`src/rtl/pdsc_pkg.sv`:
```
// ----------------------------------------------------------------------------
// PWM duty to speed code: package
// Register indexes, reset values, arithmetic constants and divider types.
// ----------------------------------------------------------------------------
`timescale 1ns / 1ps

package pdsc_pkg;

  localparam int unsigned CFG_W     = 28;
  localparam int unsigned CFG_IDX_W = 3;

  localparam logic [CFG_IDX_W-1:0] CFG_STILL_BAND   = 3'd0;
  localparam logic [CFG_IDX_W-1:0] CFG_FULL_SCALE   = 3'd1;
  localparam logic [CFG_IDX_W-1:0] CFG_FORWARD_GAIN = 3'd2;
  localparam logic [CFG_IDX_W-1:0] CFG_REVERSE_GAIN = 3'd3;
  localparam logic [CFG_IDX_W-1:0] CFG_CODE_LOW     = 3'd4;
  localparam logic [CFG_IDX_W-1:0] CFG_CODE_HIGH    = 3'd5;
  localparam logic [CFG_IDX_W-1:0] CFG_CLOCK_HZ     = 3'd6;

  localparam logic [7:0]  RST_STILL_BAND   = 8'd2;
  localparam logic [11:0] RST_FULL_SCALE   = 12'd2000;
  localparam logic [19:0] RST_FORWARD_GAIN = 20'd150995;
  localparam logic [19:0] RST_REVERSE_GAIN = 20'd163185;
  localparam logic [10:0] RST_CODE_LOW     = 11'd192;
  localparam logic [10:0] RST_CODE_HIGH    = 11'd1792;
  localparam logic [27:0] RST_CLOCK_HZ     = 28'd72000000;

  localparam logic [10:0] STILL_CODE = 11'd1023;

  // base codes in Q16
  localparam logic signed [35:0] FWD_SUM_BASE = 36'sd67108864;
  localparam logic signed [35:0] REV_SUM_BASE = 36'sd66977792;

  localparam int unsigned DIV_CNT_W = 5;
  localparam logic [DIV_CNT_W-1:0] DIV_DUTY_STEPS = 5'd12;
  localparam logic [DIV_CNT_W-1:0] DIV_FREQ_STEPS = 5'd28;

  typedef struct packed {
    logic                 start;
    logic [31:0]          rem_init;
    logic [27:0]          shift_init;
    logic [DIV_CNT_W-1:0] steps;
  } div_req_t;

  typedef struct packed {
    logic        done;
    logic [27:0] quot;
  } div_rsp_t;

endpackage

```
`src/rtl/pdsc_div.sv`:
```
// ----------------------------------------------------------------------------
// PWM duty to speed code: shared divider
// Restoring divider, one quotient bit per cycle against a 32-bit divisor.
// ----------------------------------------------------------------------------
`timescale 1ns / 1ps

module pdsc_div import pdsc_pkg::*; (
  input  logic        clk_i,
  input  logic        rst_ni,
  input  div_req_t    req_i,
  input  logic [31:0] divisor_i,
  output div_rsp_t    rsp_o
);

  logic                 busy_q, busy_d;
  logic                 done_q, done_d;
  logic [DIV_CNT_W-1:0] cnt_q, cnt_d;
  logic [31:0]          rem_q, rem_d;
  logic [27:0]          sh_q, sh_d;
  logic [27:0]          quot_q, quot_d;
  logic [32:0]          shifted;
  logic [33:0]          trial;

  assign shifted = {rem_q, sh_q[27]};
  assign trial   = {1'b0, shifted} - {2'b00, divisor_i};

  always_comb begin
    busy_d = busy_q;
    done_d = 1'b0;
    cnt_d  = cnt_q;
    rem_d  = rem_q;
    sh_d   = sh_q;
    quot_d = quot_q;
    if (req_i.start) begin
      busy_d = 1'b1;
      cnt_d  = req_i.steps;
      rem_d  = req_i.rem_init;
      sh_d   = req_i.shift_init;
      quot_d = '0;
    end else if (busy_q) begin
      if (!trial[33]) begin
        rem_d  = trial[31:0];
        quot_d = {quot_q[26:0], 1'b1};
      end else begin
        rem_d  = shifted[31:0];
        quot_d = {quot_q[26:0], 1'b0};
      end
      sh_d  = {sh_q[26:0], 1'b0};
      cnt_d = cnt_q - 1'b1;
      if (cnt_q == DIV_CNT_W'(1)) begin
        busy_d = 1'b0;
        done_d = 1'b1;
      end
    end
  end

  always_ff @(posedge clk_i or negedge rst_ni) begin
    if (!rst_ni) begin
      busy_q <= 1'b0;
      done_q <= 1'b0;
      cnt_q  <= '0;
      rem_q  <= '0;
      sh_q   <= '0;
      quot_q <= '0;
    end else begin
      busy_q <= busy_d;
      done_q <= done_d;
      cnt_q  <= cnt_d;
      rem_q  <= rem_d;
      sh_q   <= sh_d;
      quot_q <= quot_d;
    end
  end

  assign rsp_o.done = done_q;
  assign rsp_o.quot = quot_q;

endmodule

```
`src/rtl/pwm_duty_to_speed_code_core.sv`:
```
// ----------------------------------------------------------------------------
// PWM duty to speed code: top level
// Turns a captured PWM period and high time into duty, frequency and a
// dead-banded speed code through Q16 forward and reverse gains.
// ----------------------------------------------------------------------------
// One word at a time: the shared restoring divider yields one quotient bit per
// cycle, 12 bits for the duty and 28 for the frequency. A word with a nonzero
// period and high time below the period runs both divisions; when the high
// time reaches the period the duty saturates without division and only the
// frequency is divided; a zero period skips the divider. Input ready returns
// in the same cycle as the result word turns valid; a result waiting on the
// output does not block the next word, only the completion of that next word.
`timescale 1ns / 1ps

module pwm_duty_to_speed_code_core import pdsc_pkg::*; (
  input  logic                 clk_i,
  input  logic                 rst_ni,
  input  logic                 s_axis_tvalid,
  output logic                 s_axis_tready,
  input  logic [63:0]          s_axis_tdata,  // period_ticks[31:0], high_ticks[63:32]
  output logic                 m_axis_tvalid,
  input  logic                 m_axis_tready,
  output logic [55:0]          m_axis_tdata,  // duty_position[11:0], pwm_frequency[39:12],
                                              // speed_code[50:40], moved[51], saturated[52]
  input  logic                 cfg_we_i,
  input  logic [CFG_IDX_W-1:0] cfg_idx_i,
  input  logic [CFG_W-1:0]     cfg_wdata_i
);

  typedef enum logic [6:0] {
    ST_IDLE  = 7'b0000001,
    ST_PREP  = 7'b0000010,
    ST_DIVD  = 7'b0000100,
    ST_DIVF  = 7'b0001000,
    ST_DELTA = 7'b0010000,
    ST_SCALE = 7'b0100000,
    ST_DONE  = 7'b1000000
  } state_e;

  state_e state_q, state_d;

  logic [7:0]  still_band_q;
  logic [11:0] full_scale_q;
  logic [19:0] forward_gain_q;
  logic [19:0] reverse_gain_q;
  logic [10:0] code_low_q;
  logic [10:0] code_high_q;
  logic [27:0] clock_hz_q;

  logic [31:0] period_q, period_d;
  logic        high_ge_q, high_ge_d;
  logic [43:0] prod_q, prod_d;
  logic [11:0] duty_q, duty_d;
  logic [27:0] freq_q, freq_d;
  logic [11:0] acc_q, acc_d;
  logic signed [13:0] d_q, d_d;
  logic        moved_q, moved_d;
  logic signed [34:0] prod2_q, prod2_d;

  logic        out_valid_q, out_valid_d;
  logic [55:0] out_data_q, out_data_d;

  logic        in_fire;
  logic        out_free;
  logic        freq_sel;
  div_req_t    div_req;
  div_rsp_t    div_rsp;

  logic signed [13:0] raw;
  logic [13:0]        mag;
  logic signed [14:0] twice;
  logic signed [14:0] fs_s;
  logic signed [13:0] fs14;
  logic signed [20:0] gain_s;
  logic               fwd;
  logic signed [35:0] sum;
  logic [19:0]        code_full;
  logic [10:0]        code;
  logic               sat;

  assign s_axis_tready = (state_q == ST_IDLE);
  assign in_fire       = s_axis_tvalid && s_axis_tready;
  assign out_free      = !out_valid_q || m_axis_tready;

  // configuration
  always_ff @(posedge clk_i or negedge rst_ni) begin
    if (!rst_ni) begin
      still_band_q   <= RST_STILL_BAND;
      full_scale_q   <= RST_FULL_SCALE;
      forward_gain_q <= RST_FORWARD_GAIN;
      reverse_gain_q <= RST_REVERSE_GAIN;
      code_low_q     <= RST_CODE_LOW;
      code_high_q    <= RST_CODE_HIGH;
      clock_hz_q     <= RST_CLOCK_HZ;
    end else if (cfg_we_i) begin
      unique case (cfg_idx_i)
        CFG_STILL_BAND:   still_band_q   <= cfg_wdata_i[7:0];
        CFG_FULL_SCALE:   full_scale_q   <= cfg_wdata_i[11:0];
        CFG_FORWARD_GAIN: forward_gain_q <= cfg_wdata_i[19:0];
        CFG_REVERSE_GAIN: reverse_gain_q <= cfg_wdata_i[19:0];
        CFG_CODE_LOW:     code_low_q     <= cfg_wdata_i[10:0];
        CFG_CODE_HIGH:    code_high_q    <= cfg_wdata_i[10:0];
        CFG_CLOCK_HZ:     clock_hz_q     <= cfg_wdata_i[27:0];
        default: ;
      endcase
    end
  end

  // divider requests
  assign freq_sel = ((state_q == ST_PREP) && high_ge_q) || (state_q == ST_DIVD);

  always_comb begin
    div_req.start      = ((state_q == ST_PREP) && (period_q != '0)) ||
                         ((state_q == ST_DIVD) && div_rsp.done);
    div_req.rem_init   = freq_sel ? 32'd0 : prod_q[43:12];
    div_req.shift_init = freq_sel ? clock_hz_q : {prod_q[11:0], 16'd0};
    div_req.steps      = freq_sel ? DIV_FREQ_STEPS : DIV_DUTY_STEPS;
  end

  pdsc_div u_div (
    .clk_i     (clk_i),
    .rst_ni    (rst_ni),
    .req_i     (div_req),
    .divisor_i (period_q),
    .rsp_o     (div_rsp)
  );

  // delta, wrap and code arithmetic
  always_comb begin
    raw   = $signed({2'b00, duty_q}) - $signed({2'b00, acc_q});
    mag   = raw[13] ? 14'(-raw) : 14'(raw);
    twice = {raw, 1'b0};
    fs_s  = $signed({3'b000, full_scale_q});
    fs14  = $signed({2'b00, full_scale_q});
    fwd   = (d_q > 14'sd0);
    gain_s = fwd ? $signed({1'b0, forward_gain_q}) : $signed({1'b0, reverse_gain_q});
    sum   = $signed({prod2_q[34], prod2_q}) + (fwd ? FWD_SUM_BASE : REV_SUM_BASE);
    code_full = sum[35:16];
    code  = STILL_CODE;
    sat   = 1'b0;
    if (moved_q) begin
      if (fwd) begin
        if (code_full > {9'd0, code_high_q}) begin
          code = code_high_q;
          sat  = 1'b1;
        end else begin
          code = code_full[10:0];
        end
      end else if (sum[35] || (code_full < {9'd0, code_low_q})) begin
        code = code_low_q;
        sat  = 1'b1;
      end else begin
        code = code_full[10:0];
      end
    end
  end

  // sequencer
  always_comb begin
    state_d     = state_q;
    period_d    = period_q;
    high_ge_d   = high_ge_q;
    prod_d      = prod_q;
    duty_d      = duty_q;
    freq_d      = freq_q;
    acc_d       = acc_q;
    d_d         = d_q;
    moved_d     = moved_q;
    prod2_d     = prod2_q;
    out_valid_d = out_valid_q;
    out_data_d  = out_data_q;

    if (m_axis_tready) begin
      out_valid_d = 1'b0;
    end

    unique case (state_q)
      ST_IDLE: begin
        if (in_fire) begin
          period_d  = s_axis_tdata[31:0];
          high_ge_d = (s_axis_tdata[63:32] >= s_axis_tdata[31:0]);
          prod_d    = 44'(s_axis_tdata[63:32]) * 44'(full_scale_q);
          state_d   = ST_PREP;
        end
      end
      ST_PREP: begin
        if (period_q == '0) begin
          state_d = ST_DELTA;
        end else if (high_ge_q) begin
          duty_d  = full_scale_q;
          state_d = ST_DIVF;
        end else begin
          state_d = ST_DIVD;
        end
      end
      ST_DIVD: begin
        if (div_rsp.done) begin
          duty_d  = div_rsp.quot[11:0];
          state_d = ST_DIVF;
        end
      end
      ST_DIVF: begin
        if (div_rsp.done) begin
          freq_d  = div_rsp.quot;
          state_d = ST_DELTA;
        end
      end
      ST_DELTA: begin
        moved_d = (mag > {6'd0, still_band_q});
        if (twice > fs_s) begin
          d_d = raw - fs14;
        end else if (twice < -fs_s) begin
          d_d = raw + fs14;
        end else begin
          d_d = raw;
        end
        state_d = ST_SCALE;
      end
      ST_SCALE: begin
        prod2_d = 35'(d_q) * 35'(gain_s);
        state_d = ST_DONE;
      end
      ST_DONE: begin
        if (out_free) begin
          out_valid_d = 1'b1;
          out_data_d  = {3'b000, sat, moved_q, code, freq_q, duty_q};
          if (moved_q) begin
            acc_d = duty_q;
          end
          state_d = ST_IDLE;
        end
      end
      default: state_d = ST_IDLE;
    endcase
  end

  always_ff @(posedge clk_i or negedge rst_ni) begin
    if (!rst_ni) begin
      state_q     <= ST_IDLE;
      period_q    <= '0;
      high_ge_q   <= 1'b0;
      prod_q      <= '0;
      duty_q      <= '0;
      freq_q      <= '0;
      acc_q       <= '0;
      d_q         <= '0;
      moved_q     <= 1'b0;
      prod2_q     <= '0;
      out_valid_q <= 1'b0;
      out_data_q  <= '0;
    end else begin
      state_q     <= state_d;
      period_q    <= period_d;
      high_ge_q   <= high_ge_d;
      prod_q      <= prod_d;
      duty_q      <= duty_d;
      freq_q      <= freq_d;
      acc_q       <= acc_d;
      d_q         <= d_d;
      moved_q     <= moved_d;
      prod2_q     <= prod2_d;
      out_valid_q <= out_valid_d;
      out_data_q  <= out_data_d;
    end
  end

  assign m_axis_tvalid = out_valid_q;
  assign m_axis_tdata  = out_data_q;

endmodule

```
`config.mk`:
```
export PLATFORM = sky130hd
export DESIGN_NAME = pwm_duty_to_speed_code_core
export DESIGN_NICKNAME = d
export VERILOG_FILES = /design/src/rtl/pdsc_pkg.sv /design/src/rtl/pdsc_div.sv /design/src/rtl/pwm_duty_to_speed_code_core.sv
export SDC_FILE = /design/constraint.sdc
export NUM_CORES = 2
export LEC_CHECK = 0
export ABC_AREA = 1
export BUFFER_PORTS_ARGS = -buffer_cell sky130_fd_sc_hd__buf_2
export CAP_MARGIN = 0
export CELL_PAD_IN_SITES_DETAIL_PLACEMENT = 0
export CELL_PAD_IN_SITES_GLOBAL_PLACEMENT = 1
export CORE_MARGIN = 2
export CORE_UTILIZATION = 45
export CTS_CLUSTER_DIAMETER = 120
export CTS_CLUSTER_SIZE = 14
export DETAILED_ROUTE_END_ITERATION = 6
export PLACE_DENSITY = 0.85
export SETUP_SLACK_MARGIN = 0.3
export SLEW_MARGIN = 20
export SYNTH_ARGS = -nofsm -noshare
export SYNTH_HDL_FRONTEND = slang
export SYNTH_SLANG_ARGS = --single-unit
```
`constraint.sdc`:
```
create_clock -name clk_i -period 7.4 [get_ports clk_i]
set_input_delay 1.11 -clock clk_i [delete_from_list [all_inputs] [get_ports clk_i]]
set_output_delay 1.11 -clock clk_i [all_outputs]
set_load 0.01 [all_outputs]
```
Yosys cells after proc, flatten, opt, wreduce, memory -nomap -nowiden --
Index checks and enable logic that the tools add are counted. W data, S select, Z words.
Word-level totals: register bits after elaboration 445, bits of input ports 100
Cells by class: multiply operators 2, eq/ne operators 20, $lt $le $gt $ge 7, mux-type cells 46, add/sub/neg operators 8, reductions and logical operators 27
Operators by type and width (number):
- $mux W28 | 5
- $mux W32 | 4
- $pmux W7 S7 | 1
- $mul A32 B12 Y44 | 1
- $mux W11 | 4
- $mux W14 | 3
- $add A35 B28 Y36 | 1
- $mux W12 | 3
- $mul A14 B21 Y35 | 1
- $sub A33 B32 Y34 | 1
- $ge A32 B32 Y1 | 1
- $logic_not A32 Y1 | 1
- $reduce_bool A32 Y1 | 1
- $mux W7 | 4
- $mux W27 | 1
- $pmux W12 S2 | 1
- $gt A20 B11 Y1 | 1
- $lt A20 B11 Y1 | 1
- $mux W20 | 1
- $mux W5 | 4
- $reduce_and A2 Y1 | 10
- $lt A14 B15 Y1 | 1
- $neg A12 Y15 | 1
- $add A13 B13 Y14 | 1
- 29 further kinds | 57

Longest topological paths before layout --
word-level depth 8, depth in mapped cells 35

Cells and area by module --
From an unflattened synthesis, not the netlist that was laid out.
Second synthesis, totals: cells, all modules 6374, area, all modules 47677.0 µm²
By module, submodules not included:
- pwm_duty_to_speed_code_core | area each 40567.7 µm², times used 1, cells each 5288
- pdsc_div | area each 7109.3 µm², times used 1, cells each 1086

Worst setup path before layout --
Ideal clock, no wire load.
path type flip-flop to flip-flop, start point reg d_q[1], end point reg prod2_q[29], arrival 6.130 ns, stages on the path, launching flop included 32, data required time 7.282 ns, setup time 0.118 ns, slack 1.152 ns, cells stage by stage dfrtp_1 > nor2_1 > nand2_1 > nor2_1 > nand2_1 > nand2_1 > buf_2 > inv_2 > or2_2 > o21ai_0 > clkinv_1 > nand2_1 > fa_1 > inv_1 > fa_1 > fa_1 > inv_1 > fa_1 > inv_1 > fa_1 > fa_1 > ha_1 > a21oi_1 > o21a_1 > o21ai_0 > inv_1 > o21ai_0 > a21oi_1 > nand2_1 > or2_2 > nand3_1 > nand2_1
Between the ends: longest elaborated chain between the ends 3
Ends and longest elaborated chain:
- start: declaration | line pwm_duty_to_speed_code_core.sv:56 | logic signed [13:0] d_q, d_d;
- start signal: assignment | line pwm_duty_to_speed_code_core.sv:246 | d_q <= '0;
- start signal: assignment | line pwm_duty_to_speed_code_core.sv:259 | d_q <= d_d;
- $gt A14 B1 Y1 | line pwm_duty_to_speed_code_core.sv:135 | fwd = (d_q > 14'sd0);
- $mux W20 | line pwm_duty_to_speed_code_core.sv:136 | gain_s = fwd ? $signed({1'b0, forward_gain_q}) : $signed({1'b0, reverse_gain_q});
- $mul A14 B21 Y35 * | line pwm_duty_to_speed_code_core.sv:220 | prod2_d = 35'(d_q) * 35'(gain_s);
- end signal: assignment | line pwm_duty_to_speed_code_core.sv:261 | prod2_q <= prod2_d;
- end: declaration | line pwm_duty_to_speed_code_core.sv:58 | logic signed [34:0] prod2_q, prod2_d;
Every way passes the cells marked *; elsewhere a longest branch is shown, timed or not. A chain may end at the register's enable or synchronous reset.

Final worst setup path --
start point reg d_q[12], end point reg prod2_q[29]
Same word-level chain as after synthesis.

==> flow_metrics.py <==
metrics = {
    "layout": {
        "nFillCells": 10175,
        "mostFrequentLayoutCells": "nand2_1, inv_1, fa_1",
        "stdcell_count": 7432,
        "final_core_util_pct": 48.7,
        "area.growth.synth_to_final_pct": 6.97,
        "nNetsFinal": 7016,
        "layout_commonest_cell": "nand2_1",
        "drive_above_1_share_pct": 6.82,
    },
    "die": {
        "die_h_um": 325,
        "start_util_pct": 45.5,
        "die-width_um": 325,
        "dieArea_mm2": 0.106,
        "coreArea_mm2": 0.102,
        "std_cell_rows": 117,
        "ios": 158,
    },
    "logic_synthesis": {
        "synthAdderAreaFrac_pct": 32.3,
        "synthFlopType": "dfrtp_1",
        "avgSynthCellArea_um2": 7.73,
        "synth-xor-area-share_pct": 1.90,
        "synth_top_family_by_area": "adder cells",
        "synth_edf_count": 0,
        "synth_top_area_share_pct": 22.4,
        "yosysWarnings": 0,
        "ys_seq_area_share_pct": 23.2,
        "muxShareOfSynthArea_pct": 0.194,
        "synth_seq_cells": 429,
        "yosys.area_share.simple_pct": 20.1,
        "synth_compound_area_share_pct": 10.8,
        "ys_types": 65,
        "synthCells": 6002,
        "synth_area_leaders": "fa_1, dfrtp_1, nand2_1",
        "yosys.area.top_type": "fa_1",
        "async_reset_ff_share_pct": 100,
        "netlist_area_mm2": 0.0464,
    },
    "critical_path": {
        "slowest_stage": "fa_1",
        "cp-end-kind": "register",
        "crit_path_start_kind": "register",
        "timing.critical_path.mode_cell": "fa_1",
        "required_ns": 7.91,
        "path_class": "reg -> reg",
        "path_delay_family": "adder cells",
        "critPathMaxFanout": 27,
        "path_buf_inv": 6,
        "max_stage_delay_ns": 0.55,
        "arrival_ns": 7.18,
    },
    "place": {
        "place_inst": 7357,
        "place_congestion": 0.964,
        "hpwl_um": 115000,
        "portBuffers": 154,
    },
    "timing": {
        "slew_headroom_pct": 28.8,
        "final-setup-viol-count": 0,
        "period_share_pct": 90.2,
        "setup_tns_ns": 0,
        "hold_viol_final": 0,
        "tightest_slew_ns": 1.06,
        "fin_crit_ns": 6.68,
        "slew_viol_final": 0,
        "grt_setup_unrepaired": "no",
        "max_freq_ghz": 0.150,
        "finClkSkew_ns": 0.0429,
    },
    "cts": {
        "insertion_delay_ns": 0.62,
        "clk_pin_slew_worst_paths_ns": 0.08,
        "cts_root_buffer": "clkbuf_16",
        "cts_buffer_depth": 3,
        "hold_buffers": 0,
        "cts-buffers-inserted": 37,
        "post_cts_buffers": 0,
        "clkSinkCount": 429,
        "cts_tree": "yes",
        "postCtsResizedCells": 0,
        "h-tree-depth": 2,
    },
    "detailed_routing": {
        "dr.first_iter.drc_count": 2802,
        "drc_errors": 0,
        "detail_route.vias_per_cell": 5.33,
        "drt_wl_total_um": 144000,
        "wl_per_cell_um": 19.4,
        "final_antenna_net_count": 0,
        "num_vias": 39634,
        "dr.pass1.iters": 6,
    },
    "global_routing": {
        "grt_pass1_wl_um": 228000,
        "globalRouteOverflowTotal": 0,
        "grt_max_degree": 161,
        "grt_pass1_vias": 40368,
        "grt.total_usage_pct": 27.5,
        "antenna_found_initial": 11,
    },
    "run": {
        "drv_cap": 0,
    },
    "hold_path": {
        "hp-class": "in -> async",
    },
    "status": {
        "outcome": "complete, no violations",
    },
}
path summary, 6_finish.rpt:
kind                             startpoint                to  slack (ns)  depth (start not counted)
setup reg to reg                    d_q[12]       prod2_q[29]        0.72                         30
setup / recovery                    d_q[12]       prod2_q[29]        0.72                         30
max in group asynchronous            rst_ni   u_div.rem_q[24]        5.28                          3
min in group clk_i         m_axis_tdata[12]  m_axis_tdata[12]        0.47                          2
hold / removal                       rst_ni     u_div.sh_q[7]        0.41                          1
hold reg to reg            m_axis_tdata[12]  m_axis_tdata[12]        0.47                          2
state kept, by name, summed over array words and instances, names as in the netlist, 5 cells and up:
register        count
forward_gain_q     20
u_div.quot_q       28
prod_q             44
u_div.rem_q        32
u_div.cnt_q         5
clock_hz_q         28
d_q                14
still_band_q        8
u_div.sh_q         28
prod2_q            19
acc_q              12
state_q             7
m_axis_tdata       53
duty_q             12
full_scale_q       12
code_low_q         11
code_high_q        11
reverse_gain_q     20
freq_q             28
period_q           32
stage by stage:
step	area [um^2]	worst slack (ns)	hold WS, ns
final	49700	0.725	0.411
after global routing	49700	0.342	0.424
after CTS	49600	0.495	0.477
after detailed placement	48500	0.507	0.457
after global placement	48500	0.642	0.452
after floorplan	46400	1.15	0.446
synth_stat cells, types with 32 or more instances:
| cell type | instances |
|---|---|
| dfstp_2 | 41 |
| ha_1 | 368 |
| clkbuf_1 | 152 |
| a31oi_1 | 41 |
| buf_2 | 33 |
| nor3_1 | 39 |
| nand4_1 | 38 |
| xor2_1 | 67 |
| xnor2_1 | 32 |
| nand3_1 | 197 |
| nand2_1 | 1502 |
| o21ai_0 | 391 |
| dfrtp_1 | 388 |
| or2_2 | 40 |
| nor2_1 | 432 |
| a21oi_1 | 272 |
| fa_1 | 519 |
| inv_1 | 1123 |
| o211ai_1 | 37 |
worst register-to-register path: cells and delay by family (launching register included):
| family | cells | cell delay, ns |
|---|---|---|
| compound gates | 6 | 0.86 |
| fa+ha+maj | 7 | 3.19 |
| buf+inv | 6 | 0.68 |
| flops | 1 | 0.37 |
| simple gates | 11 | 1.47 |
layout make-up:
cell class                      instances  area, um^2  area share, %
Clock buffer                           62        1040           2.10
Multi-Input combinational cell       4198       30400           61.1
Antenna cell                            6        15.0         0.0302
Inverter                             1140        4290           8.63
Sequential cell                       429       10800           21.7
Tap cell                             1368        1710           3.45
Timing Repair Buffer                  223        1360           2.74
Clock inverter                          6         101          0.204
logic make-up after synthesis:
logic type      after synthesis
fa+ha+maj                   887
flops                       429
xor+xnor                    100
other cells                   1
compound gates              899
mux                           8
buf+inv                    1377
simple gates               2301
metal layers:
| metal | up-vias | routed length (um) | global-route usage [%] |
|---|---|---|---|
| met5 | - | 79 | 0 |
| met4 | 12 | 5980 | 10.3 |
| met3 | 279 | 7770 | 3.49 |
| met2 | 1066 | 70400 | 47.3 |
| met1 | 19642 | 59600 | 35.3 |
| li1 | 18635 | - | - |
Power is left out: the tool's default activity adds up to more than one toggle a clock period on the data nets, which glitch-free logic cannot reach.
